**src/hdl/pirt_pkg.sv**
```systemverilog
`timescale 1ns / 1ps
`default_nettype none

package pirt_pkg;

   // Table dimensions.
   localparam int unsigned NUM_BUSES   = 8;
   localparam int unsigned NUM_DEVICES = 32;
   localparam int unsigned NUM_PINS    = 4;
   localparam int unsigned MAX_HOPS    = 8;

   // Field widths of the transfer payloads.
   localparam int unsigned KIND_W = 2;
   localparam int unsigned BUS_W  = 3;
   localparam int unsigned DEV_W  = 5;
   localparam int unsigned PIN_W  = 3;
   localparam int unsigned IRQ_W  = 8;

   localparam int unsigned STORE_DEPTH = NUM_BUSES * NUM_DEVICES * NUM_PINS;
   localparam int unsigned STORE_AW    = $clog2(STORE_DEPTH);
   localparam int unsigned PIN_IDX_W   = $clog2(NUM_PINS);
   localparam int unsigned HOP_W       = $clog2(MAX_HOPS + 1);

   // Item kinds.
   localparam logic [KIND_W-1:0] KIND_REGISTER = 2'd0;
   localparam logic [KIND_W-1:0] KIND_ADD      = 2'd1;
   localparam logic [KIND_W-1:0] KIND_LOOKUP   = 2'd2;

   typedef struct packed {
      logic [KIND_W-1:0] kind;
      logic [BUS_W-1:0]  bus;
      logic [BUS_W-1:0]  parent_bus;
      logic [DEV_W-1:0]  device;
      logic [PIN_W-1:0]  pin;
      logic [IRQ_W-1:0]  route_irq;
   } req_type;

   typedef struct packed {
      logic             ok;
      logic [IRQ_W-1:0] irq_out;
   } rsp_type;

   typedef enum logic [2:0] {
      ST_CLEAR,
      ST_IDLE,
      ST_DECODE,
      ST_WALK,
      ST_DONE
   } state_type;

   // Commands from the controller to the datapath.
   typedef struct packed {
      logic clear_en;
      logic load_item;
      logic decode;
      logic walk;
      logic load_rsp;
   } ctl_cmd_type;

   // Status from the datapath to the controller.
   typedef struct packed {
      logic clear_done;
      logic need_walk;
      logic walk_done;
      logic rsp_free;
   } dp_status_type;

   // Flat index of one irq store entry.
   function automatic logic [STORE_AW-1:0] slot_of(
      input logic [BUS_W-1:0]     b,
      input logic [DEV_W-1:0]     d,
      input logic [PIN_IDX_W-1:0] p
   );
      return STORE_AW'((32'(b) * NUM_DEVICES + 32'(d)) * NUM_PINS + 32'(p));
   endfunction

endpackage

`default_nettype wire

```
**src/hdl/pirt_ctrl.sv**
```systemverilog
`timescale 1ns / 1ps
`default_nettype none

module pirt_ctrl (
   input  wire                      clock,
   input  wire                      reset,
   input  wire                      req_valid,
   output logic                     req_ready,
   input  pirt_pkg::dp_status_type  status,
   output pirt_pkg::ctl_cmd_type    cmd
);

   pirt_pkg::state_type state_ff;
   pirt_pkg::state_type state_in;

   always_ff @(posedge clock) begin
      if (reset) begin
         state_ff <= pirt_pkg::ST_CLEAR;
      end else begin
         state_ff <= state_in;
      end
   end

   always_comb begin
      state_in = state_ff;
      case (state_ff)
         pirt_pkg::ST_CLEAR: begin
            if (status.clear_done) state_in = pirt_pkg::ST_IDLE;
         end
         pirt_pkg::ST_IDLE: begin
            if (req_valid) state_in = pirt_pkg::ST_DECODE;
         end
         pirt_pkg::ST_DECODE: begin
            state_in = status.need_walk ? pirt_pkg::ST_WALK : pirt_pkg::ST_DONE;
         end
         pirt_pkg::ST_WALK: begin
            if (status.walk_done) state_in = pirt_pkg::ST_DONE;
         end
         pirt_pkg::ST_DONE: begin
            if (status.rsp_free) state_in = pirt_pkg::ST_IDLE;
         end
         default: begin
            state_in = pirt_pkg::ST_CLEAR;
         end
      endcase
   end

   always_comb begin
      cmd       = '0;
      req_ready = 1'b0;
      case (state_ff)
         pirt_pkg::ST_CLEAR: begin
            cmd.clear_en = 1'b1;
         end
         pirt_pkg::ST_IDLE: begin
            req_ready     = 1'b1;
            cmd.load_item = req_valid;
         end
         pirt_pkg::ST_DECODE: begin
            cmd.decode = 1'b1;
         end
         pirt_pkg::ST_WALK: begin
            cmd.walk = 1'b1;
         end
         pirt_pkg::ST_DONE: begin
            cmd.load_rsp = status.rsp_free;
         end
         default: begin
            cmd = '0;
         end
      endcase
   end

endmodule

`default_nettype wire

```
**config.mk**
```make
export PLATFORM = sky130hd
export DESIGN_NAME = pirt_ctrl
export DESIGN_NICKNAME = d
export VERILOG_FILES = /design/src/hdl/pirt_pkg.sv /design/src/hdl/pirt_ctrl.sv
export SDC_FILE = /design/constraint.sdc
export NUM_CORES = 1
export LEC_CHECK = 0
export BUFFER_PORTS_ARGS = -buffer_cell sky130_fd_sc_hd__buf_4
export CAP_MARGIN = 20
export CORE_AREA = 3 3 40 42
export DETAILED_ROUTE_END_ITERATION = 6
export DIE_AREA = 0 0 43 45
export GPL_ROUTABILITY_DRIVEN = 0
export SLEW_MARGIN = 20
export SYNTH_ARGS = -nofsm -noshare
export SYNTH_HDL_FRONTEND = slang
export SYNTH_SLANG_ARGS = --single-unit
```
**constraint.sdc**
```tcl
create_clock -name clock -period 1.4 [get_ports clock]
set_input_delay 0.07 -clock clock [delete_from_list [all_inputs] [get_ports clock]]
set_output_delay 0.07 -clock clock [all_outputs]
set_load 0.01 [all_outputs]
```
==> Word-level counts from Yosys, hierarchy flattened <==
Cells that the tools add are included.
{ "totals": {"memories": 0, "wordCells": 23, "latch_bits": 0, "ff_bits": 3, "out_inout_bits": 6, "mem_bits_ro": 0, "ram_bits": 0, "inputBits": 7} }
{ "op_classes": {"n_shift": 0, "n_reduce_logical": 2, "muxes": 12, "order_cmp": 0, "n_div": 0, "multipliers": 0, "eq_ne": 8, "addsub": 0, "bitwise_logic": 0} }
{ "ops": {"columns": ["operator", "count"], "rows": [
  ["two-way mux 3 bit", 5],
  ["case mux 3 bit (5 select lines)", 1],
  ["inequality test 2 bit (second input constant)", 4],
  ["equality test 3 x 2 -> 1 bit (second input constant)", 2],
  ["two-way mux 1 bit", 6],
  ["AND reduction 4 bit", 1],
  ["equality test 3 x 1 -> 1 bit (second input constant)", 1],
  ["equality test 3 bit (second input constant)", 1],
  ["zero test 3 bit", 1]
]} }

==> Longest topological paths before layout <==
{ "depth": {"ltp_word": 3, "depth_mapped": 5, "mapped_depth_nobuf": 4} }

==> Worst setup path after synthesis <==
Ideal clock, no wire load.
{ "synth_timing": {"kind": "register -> output", "from": "register state_ff[0]", "to": "output port cmd[3] in the netlist's numbering", "setup_slack_ps": 217, "required_time_ps": 1330, "path_stages_with_launch": 4, "arrival_ps": 1113, "path_buffers": 1, "path_cell_list": "dfxtp_1 -> buf_2 -> nor3b_1 -> and2_1"} }
{ "synth_rtl": {"columns": ["element", "line", "source"], "rows": [
  ["from (decl)", "pirt_ctrl.sv:13", "pirt_pkg::state_type state_ff;"],
  ["from (signal assigned)", "pirt_ctrl.sv:18", "state_ff <= pirt_pkg::ST_CLEAR;"],
  ["from (signal assigned)", "pirt_ctrl.sv:20", "state_ff <= state_in;"],
  ["to (decl)", "pirt_ctrl.sv:10", "output pirt_pkg::ctl_cmd_type cmd"]
]} }

==> results.cfg <==
[worst_setup_path]
cp-end-kind = output port
start_kind = flip-flop
crit_top_cell = buf_4
path_buf_inv = 2
crit_slowest_cell = dfxtp_1
max_stage_delay_ps = 330
crit_family = simple AND/OR/NAND/NOR gates
cp_max_fo = 8
worstPathArrival_ps = 1220
crit_required_ps = 1330
path_cells = buf_4, nor3b_1, and2_1, buf_4
crit_type = reg -> out

[sta]
fin_crit_sh = 0.918
hold_violations = 0
rsz0062_at_grt = no
min_period_ps = 1290
timing.setup.tns_ps = 0
skew_ps = 0.266
fmax_mhz = 778
relSlewSlack = 0.821
fin_hold_ws_ps = 24.7
setup_viol = 0
finalMaxSlewViolations = 0
worstMarginPinSlew_ps = 265

[power]
ir_worst_vdd_uv = 345
powerDensity_nw_per_um2 = 1160
total_leakage_power_nw = 0.154

[synthesis]
synth_top_family_by_area = simple AND/OR/NAND/NOR gates
syn-num-nets = 39
yosys-top-cells-area = dfxtp_1, nor3b_1, and4bb_2
synth_mux_area_frac = 0.0412
yosysSeqAreaShare = 0.247
synth-simple-area-share = 0.443
syn_area_um2 = 243
synth_top_cell_by_area = dfxtp_1
yosysUniqueCellTypes = 23
synth-compound-area-share = 0.155
syn_area_per_cell_um2 = 7.59
synth_xor_area_frac = 0
ys_ff_latch = 3
syn_inst = 32
yosysTopAreaCellShare = 0.247
yosysWarningCount = 0
synth_fa_ha_area_frac = 0

[placed_design]
io_buffers = 12
hpwlAfterDp_um = 469
post_dp_cell_area_um2 = 339
dpl.cell_count = 57

[final_layout]
num_antenna_cells = 0
drive_above_1_share = 0.435
stdcell_count = 61
post-route-util = 0.286
largest_register_ffs = 3
top_regs = state_ff: 3 flops
top_register = state_ff
area_growth_pct = 51.5
post-route-cell-area_um2 = 368
fin_nets = 54

[global_route]
antenna_found_initial = 0
grt_overflow = 0
grt_pass1_vias = 239
grt_max_degree = 14
grt_pass1_wl_um = 986
grt_use_total = 0.0698

[drt]
drt_iter0_drc = 3
drc = 0
routedWlPerCell_um = 9.97
num_vias = 267
drtPass1Iterations = 4
wl_um = 608
via_per_inst = 4.38
antenna_left = 0

[clock_network]
numClockSinks = 3
clock_latency_ps = 230
clkTransAtPathRegs_ps = 40
postCtsSetupBuffers = 0
tritoncts = yes
post_cts_resized = 1
cts-root-buf = clkbuf_4
htreeDepth = 1
ctsHoldBuffers = 0
cts_made_buffers = 3
clk_path_buf_depth = 2

[floorplanning]
start_util = 0.189
dieHeight_um = 45
rows = 13
core_area_um2 = 1280
die_w_um = 43
dieArea_um2 = 1940
io_pins = 13

[outcome]
status = finished, final reports clean

[job]
maxCapViolations = 0

[min_path]
hp-class = in -> reg
[worst register-to-register path: stages, from the launching register on]
cell	delay, ps
dfxtp_2	380
or4b_1	530
o31a_1	130
nor2_2	70
[final timing paths]
path / startpoint / to / slack, ps / cells after the start
max: state_ff[2]$_SDFFE_PP0P_ / cmd[3] / 110 / 4
min reg2reg: state_ff[2]$_SDFFE_PP0P_ / state_ff[1]$_SDFFE_PP0P_ / 490 / 1
min: reset / state_ff[1]$_SDFFE_PP0P_ / 20 / 2
max reg2reg: state_ff[0]$_SDFFE_PP0P_ / state_ff[2]$_SDFFE_PP0P_ / 230 / 3
[synth_stat cells]
master / instances
mux2i_1: 1
nor3_1: 2
and2_1: 1
dfxtp_1: 3
a211oi_1: 1
nand2_1: 1
clkbuf_1: 1
a21oi_1: 2
nor3b_1: 2
nand3_1: 2
nand2b_1: 1
buf_6: 1
nor2_2: 1
buf_2: 1
nor2b_1: 1
inv_1: 2
nor4bb_1: 1
o21ai_1: 1
and4bb_2: 1
o22ai_1: 1
o31a_1: 1
or4b_1: 1
nor2_1: 3
[logic make-up (layout without fill, tap and decap cells)]
| logic type | after synthesis | in the layout |
|---|---|---|
| AO/OA/AOI/OAI | 6 | 6 |
| buffers and inverters | 5 | 19 |
| flip-flops | 3 | 3 |
| multiplexers | 1 | 1 |
| AND/OR/NAND/NOR | 17 | 17 |
[where the power goes]
| part | internal, W | leakage (nW) | total, W | switching, W |
|---|---|---|---|---|
| Sequential | 0.000101 | 0.0253 | 0.000133 | 0.0000325 |
| Combinational | 0.0000846 | 0.113 | 0.000145 | 0.0000601 |
| Clock | 0.000107 | 0.0150 | 0.000149 | 0.0000420 |
[cells in the final DEF (no fill, tap or decap), types with 2 or more instances in the layout]
master and count:
nand3_1 2, buf_4 13, nor3_1 2, nor3b_1 2, dfxtp_2 2, inv_1 2, clkbuf_4 3, nor2_1 3
a21oi_1 2
[metrics by stage]
stage	setup WS (ps)	total power [W]
finish	114	0.000427
global route	37.0	0.000468
CTS	84.6	0.000437
detailed placement	170	0.000277
global placement	188	0.000274
floorplan	217	0.000219
[layer usage]
| layer | track usage | vias to the layer above | share of wire |
|---|---|---|---|
| met5 | 0 | - | 0 |
| met4 | 0.0542 | 0 | 0 |
| met3 | 0.0279 | 0 | 0.067 |
| met2 | 0.108 | 8 | 0.47 |
| met1 | 0.0767 | 117 | 0.46 |
| li1 | - | 142 | - |
[layout make-up]
cell class	instances	area, um^2
Fill cell	152	917
Sequential cell	3	62.6
Clock buffer	4	26.3
Tap cell	15	18.8
Inverter	2	7.51
Multi-Input combinational cell	24	155
Timing Repair Buffer	13	97.6
Power figures use the tool's default switching activity.
